`config.mk`:
```
export PLATFORM = sky130hd
export DESIGN_NAME = axis_smoothing_deadband_trim
export DESIGN_NICKNAME = d
export VERILOG_FILES = /design/src/design/asdt_pkg.sv /design/src/design/asdt_ctrl.sv /design/src/design/asdt_dp.sv /design/src/design/axis_smoothing_deadband_trim.sv
export SDC_FILE = /design/constraint.sdc
export NUM_CORES = 2
export LEC_CHECK = 0
export BUFFER_PORTS_ARGS = -buffer_cell sky130_fd_sc_hd__buf_2
export CORE_UTILIZATION = 25
export CTS_CLUSTER_DIAMETER = 80
export DETAILED_ROUTE_END_ITERATION = 10
export PLACE_DENSITY_LB_ADDON = 0.12
export SYNTH_ARGS = -nofsm -noshare
export SYNTH_HDL_FRONTEND = slang
export SYNTH_SLANG_ARGS = --single-unit
```
`constraint.sdc`:
```
create_clock -name clk -period 20.4 [get_ports clk]
set_input_delay 1.02 -clock clk [delete_from_list [all_inputs] [get_ports clk]]
set_output_delay 1.02 -clock clk [all_outputs]
set_load 0.02 [all_outputs]
```
`src/design/asdt_pkg.sv`:
```
// Shared types, constants and codes for the axis smoothing, deadband and trim block.
`timescale 1ns / 1ps
`default_nettype none
package asdt_pkg;

	localparam int AXES_DEF = 7;
	localparam int WINDOW_DEF = 10;
	localparam int DW = 10;

	localparam logic [DW-1:0] FULL_SCALE = 10'd1023;
	localparam logic [13:0] TRIM_RESET = 14'd8192;
	localparam logic [13:0] TRIM_CEIL = 14'd16368;

	localparam logic [9:0] RAW_MIN_RST = 10'd196;
	localparam logic [9:0] RAW_MAX_RST = 10'd1023;
	localparam logic [9:0] THR_RST = 10'd1;
	localparam logic [6:0] MASK_RST = 7'd3;
	localparam logic [2:0] TRIM_AXIS_RST = 3'd2;
	localparam logic [4:0] TRIM_SCALE_RST = 5'd8;

	typedef enum logic [2:0] {
		CFG_RAW_MIN = 3'd0,
		CFG_RAW_MAX = 3'd1,
		CFG_THRESHOLD = 3'd2,
		CFG_MASK = 3'd3,
		CFG_TRIM_AXIS = 3'd4,
		CFG_TRIM_SCALE = 3'd5
	} cfg_idx_t;

	typedef struct packed {
		logic func;
		logic [2:0] axis;
		logic [9:0] sample;
	} item_t;

	typedef struct packed {
		logic [2:0] out_axis;
		logic [9:0] smoothed;
		logic [9:0] mapped;
		logic [9:0] axis_value;
	} result_t;

	typedef struct packed {
		logic [9:0] raw_min;
		logic [9:0] raw_max;
		logic [9:0] deadband_threshold;
		logic [6:0] deadband_mask;
		logic [2:0] trim_axis;
		logic [4:0] trim_scale;
	} cfg_t;

	typedef enum logic [3:0] {
		ST_IDLE,
		ST_READ,
		ST_SUM,
		ST_PRIME,
		ST_MUL,
		ST_MEAN,
		ST_MAP,
		ST_DIV,
		ST_UPD
	} state_t;

	typedef struct packed {
		logic load;
		logic rd;
		logic acc;
		logic prime;
		logic mul;
		logic mean;
		logic map_init;
		logic div_step;
		logic update;
	} cmd_t;

	typedef struct packed {
		logic ax_ok;
		logic func;
		logic prime_last;
		logic map_short;
		logic div_last;
		logic out_block;
	} sts_t;

endpackage
`default_nettype wire

```
`src/design/asdt_ctrl.sv`:
```
// Controller state machine that sequences one beat through the datapath.
`timescale 1ns / 1ps
`default_nettype none
module asdt_ctrl (
	input wire logic clk,
	input wire logic arst_n,
	input wire logic item_valid,
	output logic item_ready,
	input wire asdt_pkg::sts_t sts,
	output asdt_pkg::cmd_t cmd
);
	import asdt_pkg::*;

	state_t state_q, state_d;

	always_ff @(posedge clk or negedge arst_n) begin
		if (!arst_n) begin
			state_q <= ST_IDLE;
		end else begin
			state_q <= state_d;
		end
	end

	always_comb begin
		state_d = state_q;
		unique case (state_q)
			ST_IDLE: begin
				if (item_valid && sts.ax_ok) begin
					state_d = sts.func ? ST_PRIME : ST_READ;
				end
			end
			ST_READ: state_d = ST_SUM;
			ST_SUM: state_d = ST_MUL;
			ST_PRIME: begin
				if (sts.prime_last) begin
					state_d = ST_MEAN;
				end
			end
			ST_MUL: state_d = ST_MEAN;
			ST_MEAN: state_d = ST_MAP;
			ST_MAP: state_d = sts.map_short ? ST_UPD : ST_DIV;
			ST_DIV: begin
				if (sts.div_last) begin
					state_d = ST_UPD;
				end
			end
			ST_UPD: begin
				if (!sts.out_block) begin
					state_d = ST_IDLE;
				end
			end
			default: state_d = ST_IDLE;
		endcase
	end

	always_comb begin
		cmd = '0;
		item_ready = 1'b0;
		unique case (state_q)
			ST_IDLE: begin
				item_ready = 1'b1;
				cmd.load = item_valid;
			end
			ST_READ: cmd.rd = 1'b1;
			ST_SUM: cmd.acc = 1'b1;
			ST_PRIME: cmd.prime = 1'b1;
			ST_MUL: cmd.mul = 1'b1;
			ST_MEAN: cmd.mean = 1'b1;
			ST_MAP: cmd.map_init = 1'b1;
			ST_DIV: cmd.div_step = 1'b1;
			ST_UPD: cmd.update = !sts.out_block;
			default: cmd = '0;
		endcase
	end

endmodule
`default_nettype wire

```
`src/design/asdt_dp.sv`:
```
// Datapath: window memory, running sums, mean, range divider, deadband and trim state.
`timescale 1ns / 1ps
`default_nettype none
module asdt_dp #(
	parameter int AXES = asdt_pkg::AXES_DEF,
	parameter int WINDOW = asdt_pkg::WINDOW_DEF
) (
	input wire logic clk,
	input wire logic arst_n,
	input wire asdt_pkg::cfg_t cfg,
	input wire asdt_pkg::item_t item,
	input wire asdt_pkg::cmd_t cmd,
	output asdt_pkg::sts_t sts,
	input wire logic result_ready,
	output logic result_valid,
	output asdt_pkg::result_t result
);
	import asdt_pkg::*;

	localparam int AXW = (AXES > 1) ? $clog2(AXES) : 1;
	localparam int PW = $clog2(WINDOW);
	localparam int DEPTH = AXES * WINDOW;
	localparam int MAW = (DEPTH > 1) ? $clog2(DEPTH) : 1;
	localparam int SW = $clog2(1023 * WINDOW + 1);
	localparam int K = SW + $clog2(WINDOW);
	localparam int RW = SW + 2;
	localparam logic [RW-1:0] RECIP = RW'((2 ** K + WINDOW - 1) / WINDOW);

	logic [9:0] mem [DEPTH];
	logic [9:0] rd_q;
	logic [DEPTH-1:0] vld_q;
	logic old_vld_q;

	logic func_q;
	logic [2:0] axis_q;
	logic [9:0] smp_q;
	logic [PW-1:0] pcnt_q;
	logic [SW-1:0] sum_q [AXES];
	logic [PW-1:0] ptr_q [AXES];
	logic [9:0] held_q [AXES];
	logic [SW-1:0] sumr_q;
	logic [SW+RW-1:0] prod_q;
	logic [9:0] mean_q;
	logic [9:0] rem_q;
	logic [9:0] num_q;
	logic [9:0] den_q;
	logic [9:0] quo_q;
	logic [3:0] dcnt_q;
	logic [13:0] acc_q;
	logic [9:0] prev_q;

	logic [AXW-1:0] axi;
	logic [PW-1:0] ptr_cur;
	logic [MAW-1:0] base;
	logic [MAW-1:0] rd_addr;
	logic [MAW-1:0] wr_addr;
	logic we;
	logic [9:0] old_smp;
	logic [SW-1:0] new_sum;
	logic [9:0] diff;
	logic [19:0] numer;
	logic short_zero;
	logic short_full;
	logic [10:0] trial;
	logic trial_ge;
	logic is_trim;
	logic [7:0] mask8;
	logic [9:0] held_cur;
	logic [9:0] db_diff;
	logic signed [10:0] delta;
	logic signed [16:0] tprod;
	logic signed [17:0] tsum;
	logic [13:0] acc_new;
	logic [9:0] held_new;
	logic [9:0] val;

	assign axi = AXW'(axis_q);
	assign ptr_cur = ptr_q[axi];
	assign base = MAW'(MAW'(axis_q) * MAW'(WINDOW));
	assign rd_addr = base + MAW'(ptr_cur);
	assign wr_addr = cmd.prime ? (base + MAW'(pcnt_q)) : rd_addr;
	assign we = cmd.prime || cmd.acc;
	assign old_smp = old_vld_q ? rd_q : 10'd0;
	assign new_sum = sum_q[axi] - SW'(old_smp) + SW'(smp_q);

	always_ff @(posedge clk) begin
		if (we) begin
			mem[wr_addr] <= smp_q;
		end
		if (cmd.rd) begin
			rd_q <= mem[rd_addr];
		end
	end

	assign diff = mean_q - cfg.raw_min;
	assign numer = {diff, 10'd0} - {10'd0, diff};
	assign short_zero = (cfg.raw_max <= cfg.raw_min) || (mean_q <= cfg.raw_min);
	assign short_full = (mean_q >= cfg.raw_max);
	assign trial = {rem_q, num_q[9]};
	assign trial_ge = (trial >= {1'b0, den_q});

	assign is_trim = (cfg.trim_axis == axis_q);
	assign mask8 = {1'b0, cfg.deadband_mask};
	assign held_cur = held_q[axi];
	assign db_diff = (quo_q > held_cur) ? (quo_q - held_cur) : (held_cur - quo_q);
	assign delta = $signed({1'b0, mean_q}) - $signed({1'b0, prev_q});
	assign tprod = delta * $signed({1'b0, cfg.trim_scale});
	assign tsum = $signed({4'd0, acc_q}) + {tprod[16], tprod};

	always_comb begin
		if (tsum < 18'sd0) begin
			acc_new = 14'd0;
		end else if (tsum > $signed({4'd0, TRIM_CEIL})) begin
			acc_new = TRIM_CEIL;
		end else begin
			acc_new = tsum[13:0];
		end
		held_new = held_cur;
		if (func_q || !mask8[axis_q] || (db_diff >= cfg.deadband_threshold)) begin
			held_new = quo_q;
		end
		if (is_trim) begin
			val = func_q ? acc_q[13:4] : acc_new[13:4];
		end else begin
			val = held_new;
		end
	end

	always_ff @(posedge clk or negedge arst_n) begin
		if (!arst_n) begin
			vld_q <= '0;
			for (int a = 0; a < AXES; a++) begin
				sum_q[a] <= '0;
				ptr_q[a] <= '0;
				held_q[a] <= '0;
			end
			acc_q <= TRIM_RESET;
			prev_q <= '0;
			result_valid <= 1'b0;
		end else begin
			if (we) begin
				vld_q[wr_addr] <= 1'b1;
			end
			if (cmd.acc) begin
				sum_q[axi] <= new_sum;
				ptr_q[axi] <= (ptr_cur == PW'(WINDOW - 1)) ? '0 : ptr_cur + 1'b1;
			end
			if (cmd.prime) begin
				sum_q[axi] <= SW'(smp_q * SW'(WINDOW));
			end
			if (cmd.update) begin
				if (!(is_trim && !func_q)) begin
					held_q[axi] <= held_new;
				end
				if (is_trim) begin
					prev_q <= mean_q;
					if (!func_q) begin
						acc_q <= acc_new;
					end
				end
				result_valid <= 1'b1;
			end else if (result_ready) begin
				result_valid <= 1'b0;
			end
		end
	end

	always_ff @(posedge clk) begin
		if (cmd.load) begin
			func_q <= item.func;
			axis_q <= item.axis;
			smp_q <= item.sample;
			pcnt_q <= '0;
		end
		if (cmd.prime) begin
			pcnt_q <= pcnt_q + 1'b1;
		end
		if (cmd.rd) begin
			old_vld_q <= vld_q[rd_addr];
		end
		if (cmd.acc) begin
			sumr_q <= new_sum;
		end
		if (cmd.mul) begin
			prod_q <= sumr_q * RECIP;
		end
		if (cmd.mean) begin
			mean_q <= func_q ? smp_q : 10'(prod_q >> K);
		end
		if (cmd.map_init) begin
			rem_q <= numer[19:10];
			num_q <= numer[9:0];
			den_q <= cfg.raw_max - cfg.raw_min;
			dcnt_q <= '0;
			quo_q <= short_zero ? 10'd0 : (short_full ? FULL_SCALE : 10'd0);
		end
		if (cmd.div_step) begin
			rem_q <= trial_ge ? 10'(trial - {1'b0, den_q}) : trial[9:0];
			num_q <= {num_q[8:0], 1'b0};
			quo_q <= {quo_q[8:0], trial_ge};
			dcnt_q <= dcnt_q + 1'b1;
		end
		if (cmd.update) begin
			result.out_axis <= axis_q;
			result.smoothed <= mean_q;
			result.mapped <= quo_q;
			result.axis_value <= val;
		end
	end

	assign sts.ax_ok = (int'(item.axis) < AXES);
	assign sts.func = item.func;
	assign sts.prime_last = (pcnt_q == PW'(WINDOW - 1));
	assign sts.map_short = short_zero || short_full;
	assign sts.div_last = (dcnt_q == 4'd9);
	assign sts.out_block = result_valid && !result_ready;

endmodule
`default_nettype wire

```
`src/design/axis_smoothing_deadband_trim.sv`:
```
// Top level: configuration registers, controller and datapath of the axis smoother.
// Each accepted beat for an axis below AXES yields one result beat; a beat for a
// higher axis is dropped. A normal sample goes from acceptance to the result
// register through a window memory read, the running-sum update, a reciprocal
// multiply for the mean, and a ten-step restoring divider for the range mapping.
// When the mean lies at or outside the range ends, or the range is empty, the
// divider is skipped. A prime beat writes the window one entry per cycle, takes
// its sample as the mean and maps it the same way. A result that is not taken
// holds the block in its last step. The next beat is accepted once the result
// is loaded, while that result may still wait to be taken.
`timescale 1ns / 1ps
`default_nettype none
module axis_smoothing_deadband_trim #(
	parameter int AXES = asdt_pkg::AXES_DEF,
	parameter int WINDOW = asdt_pkg::WINDOW_DEF
) (
	input wire logic clk,
	input wire logic arst_n,
	input wire logic item_valid,
	output logic item_ready,
	input wire asdt_pkg::item_t item,
	output logic result_valid,
	input wire logic result_ready,
	output asdt_pkg::result_t result,
	input wire logic cfg_valid,
	output logic cfg_ready,
	input wire logic [2:0] cfg_index,
	input wire logic [9:0] cfg_data
);
	import asdt_pkg::*;

	cfg_t cfg_q;
	cmd_t cmd;
	sts_t sts;

	assign cfg_ready = 1'b1;

	always_ff @(posedge clk or negedge arst_n) begin
		if (!arst_n) begin
			cfg_q.raw_min <= RAW_MIN_RST;
			cfg_q.raw_max <= RAW_MAX_RST;
			cfg_q.deadband_threshold <= THR_RST;
			cfg_q.deadband_mask <= MASK_RST;
			cfg_q.trim_axis <= TRIM_AXIS_RST;
			cfg_q.trim_scale <= TRIM_SCALE_RST;
		end else if (cfg_valid) begin
			unique case (cfg_idx_t'(cfg_index))
				CFG_RAW_MIN: cfg_q.raw_min <= cfg_data;
				CFG_RAW_MAX: cfg_q.raw_max <= cfg_data;
				CFG_THRESHOLD: cfg_q.deadband_threshold <= cfg_data;
				CFG_MASK: cfg_q.deadband_mask <= cfg_data[6:0];
				CFG_TRIM_AXIS: cfg_q.trim_axis <= cfg_data[2:0];
				CFG_TRIM_SCALE: cfg_q.trim_scale <= cfg_data[4:0];
				default: cfg_q <= cfg_q;
			endcase
		end
	end

	asdt_ctrl u_ctrl (
		.clk(clk),
		.arst_n(arst_n),
		.item_valid(item_valid),
		.item_ready(item_ready),
		.sts(sts),
		.cmd(cmd)
	);

	asdt_dp #(
		.AXES(AXES),
		.WINDOW(WINDOW)
	) u_dp (
		.clk(clk),
		.arst_n(arst_n),
		.cfg(cfg_q),
		.item(item),
		.cmd(cmd),
		.sts(sts),
		.result_ready(result_ready),
		.result_valid(result_valid),
		.result(result)
	);

	a_no_overwrite: assert property (@(posedge clk) disable iff (!arst_n)
		cmd.update |-> !(result_valid && !result_ready))
		else $error("Result register loaded while a beat is still pending.");

	a_update_shows: assert property (@(posedge clk) disable iff (!arst_n)
		cmd.update |=> result_valid)
		else $error("Result beat not presented after an update.");

	a_busy_after_take: assert property (@(posedge clk) disable iff (!arst_n)
		(item_valid && item_ready && (int'(item.axis) < AXES)) |=> !item_ready)
		else $error("Input taken again while a beat is in progress.");

endmodule
`default_nettype wire

```
==> impl_metrics.env <==
export IMPL_die_area_sq_um=237600
export IMPL_die_width_um=487.5
export IMPL_hold_buffers=0
export IMPL_cp_buffers_inverters=3
export IMPL_fmax_mhz=116.9
export IMPL_status="finished clean"
export IMPL_slowest_stage="or4b_1"
export IMPL_clock_root_buffer="clkbuf_16"
export IMPL_synth_top_family_by_area="simple AND/OR/NAND/NOR gates"
export IMPL_die_h_um=487.5
export IMPL_grt_max_degree=166
export IMPL_tns_ps=0
export IMPL_finalMaxSlewViolations=0
export IMPL_drv_cap=0
export IMPL_synth_seq_cells=1180
export IMPL_avgSynthCellArea_sq_um=11.90
export IMPL_track_usage=0.1625
export IMPL_synthArstFlopShare=0.2881
export IMPL_vias=38610
export IMPL_synthFlopType="edfxtp_1"
export IMPL_critPathArrivalTime_ps=9070
export IMPL_pin_count=68
export IMPL_crit_top_cell="fa_1"
export IMPL_wl_met1_mm=90.67
export IMPL_grt_antenna_before_repair=14
export IMPL_cts_path_max_buffers=3
export IMPL_grt_overflow_total=0
export IMPL_rows=177
export IMPL_drive_gt1_frac=0.1263
export IMPL_drt_first_pass_iters=5
export IMPL_yosysWarnings=0
export IMPL_rsz0062_at_grt="false"
export IMPL_first_iter_violations=2661
export IMPL_cp_max_fo=11
export IMPL_setup_viol=0
export IMPL_port_buffers=66
export IMPL_place_gp_congestion=0.8009
export IMPL_antenna_left=0
export IMPL_place_ws_ps=11900
export IMPL_top_layer="met4"
export IMPL_clock_skew_ps=41.68
export IMPL_synth_compound_area_frac=0.09305
export IMPL_syn_inst=4950
export IMPL_post_drt_wl_per_cell_um=23.42
export IMPL_yosysUniqueCellTypes=87
export IMPL_area_growth_pct=15.31
export IMPL_cts_buffers=140
export IMPL_worstSetupStartpointType="register"
export IMPL_cts_tree="built"
export IMPL_crit_family="compound AO/OA/AOI/OAI gates"
export IMPL_crit_path_end_kind="register"
export IMPL_finalHoldViolations=0
export IMPL_grt_pass1_wl_mm=282.3
export IMPL_clkLatencyLatePin_ps=790
export IMPL_max_slew_margin_rel=0.1617
export IMPL_syn_nets=5367
export IMPL_synth_edf_count=839
export IMPL_clock_sinks=1180
export IMPL_max_stage_delay_ps=740
export IMPL_finalNetCount=5463
export IMPL_layout_setup_ws_ps=11850
export IMPL_initial_core_util=0.2524
export IMPL_drcViolationCount=0
export IMPL_worstMarginPinSlew_ps=1253
export IMPL_n_fill_cell=24070
export IMPL_avgViaCountPerCell=4.654
export IMPL_wl_met2_mm=90.22
export IMPL_hpwl_mm=128.5
export IMPL_yosys_area_share_simple=0.1169
export IMPL_wl_mm=194.3
export IMPL_crit_type="reg2reg"
export IMPL_synth_fa_ha_area_frac=0.09768
export IMPL_fin_area_sq_um=67940
export IMPL_coreArea_sq_um=233400
export IMPL_synth_area_sq_um=58920
export IMPL_hold_path_class="in2async"
export IMPL_placed_area_sq_um=63370
export IMPL_synth_xor_area_frac=0.01353
export IMPL_ctsResizeCount=0
export IMPL_layout_min_cycle_time_ps=8555
export IMPL_synthMuxAreaShare=0.06706
export IMPL_clkTransAtPathRegs_ps=60
export IMPL_required_ps=20910
export IMPL_htree_num_levels=4
export IMPL_yosysSeqAreaShare=0.5727
export IMPL_grt_pass1_vias=39050
export IMPL_fin_crit_sh=0.4193
export IMPL_cts_setup_buffers=0
export IMPL_wl_met3_mm=7.330
kinds of logic after synthesis:
| logic type | after synthesis |
|---|---|
| compound gates | 849 |
| xor+xnor | 91 |
| fa+ha+maj | 385 |
| buf+inv | 591 |
| flops | 1180 |
| mux | 291 |
| other cells | 1 |
| simple gates | 1562 |
final timing paths:
kind / cells past startpoint / from / slack (ps) / end
worst max-delay path: 28 / u_dp.mean_q[0] / 11850 / u_dp.result[9]
worst min-delay path: 1 / arst_n / 320 / u_dp.acc_q[1]
worst max register to register: 28 / u_dp.mean_q[0] / 11850 / u_dp.result[9]
worst min register to register: 2 / u_dp.num_q[0] / 460 / u_dp.num_q[0]
max in group asynchronous: 3 / arst_n / 17740 / u_dp.vld_q[9]
min in group clk: 1 / item[1] / 420 / u_dp.smp_q[1]
cell usage in the layout (no fill, tap or decap), drive strengths merged, types with 25 or more instances in the layout:
master,synthesis,layout
nor2b,31,31
a21oi,203,203
mux4,70,70
ha,260,260
mux2,130,130
a31oi,40,40
xor2,25,25
a22oi,32,32
a21o,39,39
buf,67,196
nor2,315,315
fa,125,125
o21bai,82,82
clkbuf,175,186
edfxtp,839,839
a221oi,25,25
mux2i,91,91
clkinv,0,51
o21ai,219,219
dfrtp,321,321
nor3,38,38
nand4,64,64
nand2b,28,28
inv,349,361
nand2,712,712
and2,54,54
nand3,250,250
xnor2,66,66
Yosys cell counts, types with 28 or more instances:
master / count / share of area
a21o_1: 39 / 0.0050
nand2_1: 712 / 0.045
edfxtp_1: 839 / 0.43
dfrtp_1: 321 / 0.14
nor2b_1: 31 / 0.0033
nand3_1: 250 / 0.021
inv_1: 345 / 0.022
a22oi_1: 32 / 0.0041
nor2_1: 315 / 0.020
fa_1: 125 / 0.042
xnor2_1: 66 / 0.0098
o21ai_0: 141 / 0.012
buf_2: 46 / 0.0039
a21oi_1: 203 / 0.017
clkbuf_1: 175 / 0.011
and2_1: 54 / 0.0057
nand4_1: 64 / 0.0068
o21bai_1: 82 / 0.010
mux2i_1: 91 / 0.015
mux2_2: 119 / 0.023
a31oi_1: 40 / 0.0042
nand2b_1: 28 / 0.0030
mux4_2: 70 / 0.027
ha_1: 260 / 0.055
nor3_1: 38 / 0.0032
o21ai_1: 78 / 0.0066
final cells by class:
cell class              instances  area (sq um)  share of cell area
diodes                          2         5.005          0.00007367
clock buffers                 186          3821             0.05624
clock inverters                72         743.2             0.01094
inverters                     349          1310             0.01928
multi-input cells            3179         23050              0.3393
flip-flops and latches       1180         33750              0.4967
well taps                    3132          3919             0.05768
repair buffers                196          1341             0.01974
stage by stage:
stage / cells / hold slack [ps] / utilization
floorplan: 4950 / 424.8 / -
global route: 8296 / 362.0 / 0.2911
finish: 8296 / 321.2 / 0.2911
CTS: 8294 / 300.9 / 0.2910
detailed placement: 8036 / 446.4 / 0.2715
global placement: 8036 / 434.9 / 0.2715
per-layer routing:
| layer | vias to the layer above | global-route usage |
|---|---|---|
| li1 | 18030 | - |
| met1 | 19610 | 0.2240 |
| met2 | 726 | 0.2612 |
| met3 | 248 | 0.02332 |
| met4 | 0 | 0.05107 |
| met5 | - | 0 |
registers in the layout, summed over array words and instances, names as in the netlist, 14 cells and up, named ones only:
signal / cells
u_dp.mem: 700
u_dp.sum_q: 92
u_dp.held_q: 70
u_dp.vld_q: 70
cfg_q: 45
u_dp.result: 33
u_dp.ptr_q: 28
u_dp.acc_q: 14
u_dp.sumr_q: 14
Power is left out: the tool's default activity adds up to more than one toggle a clock period on the data nets, which glitch-free logic cannot reach.
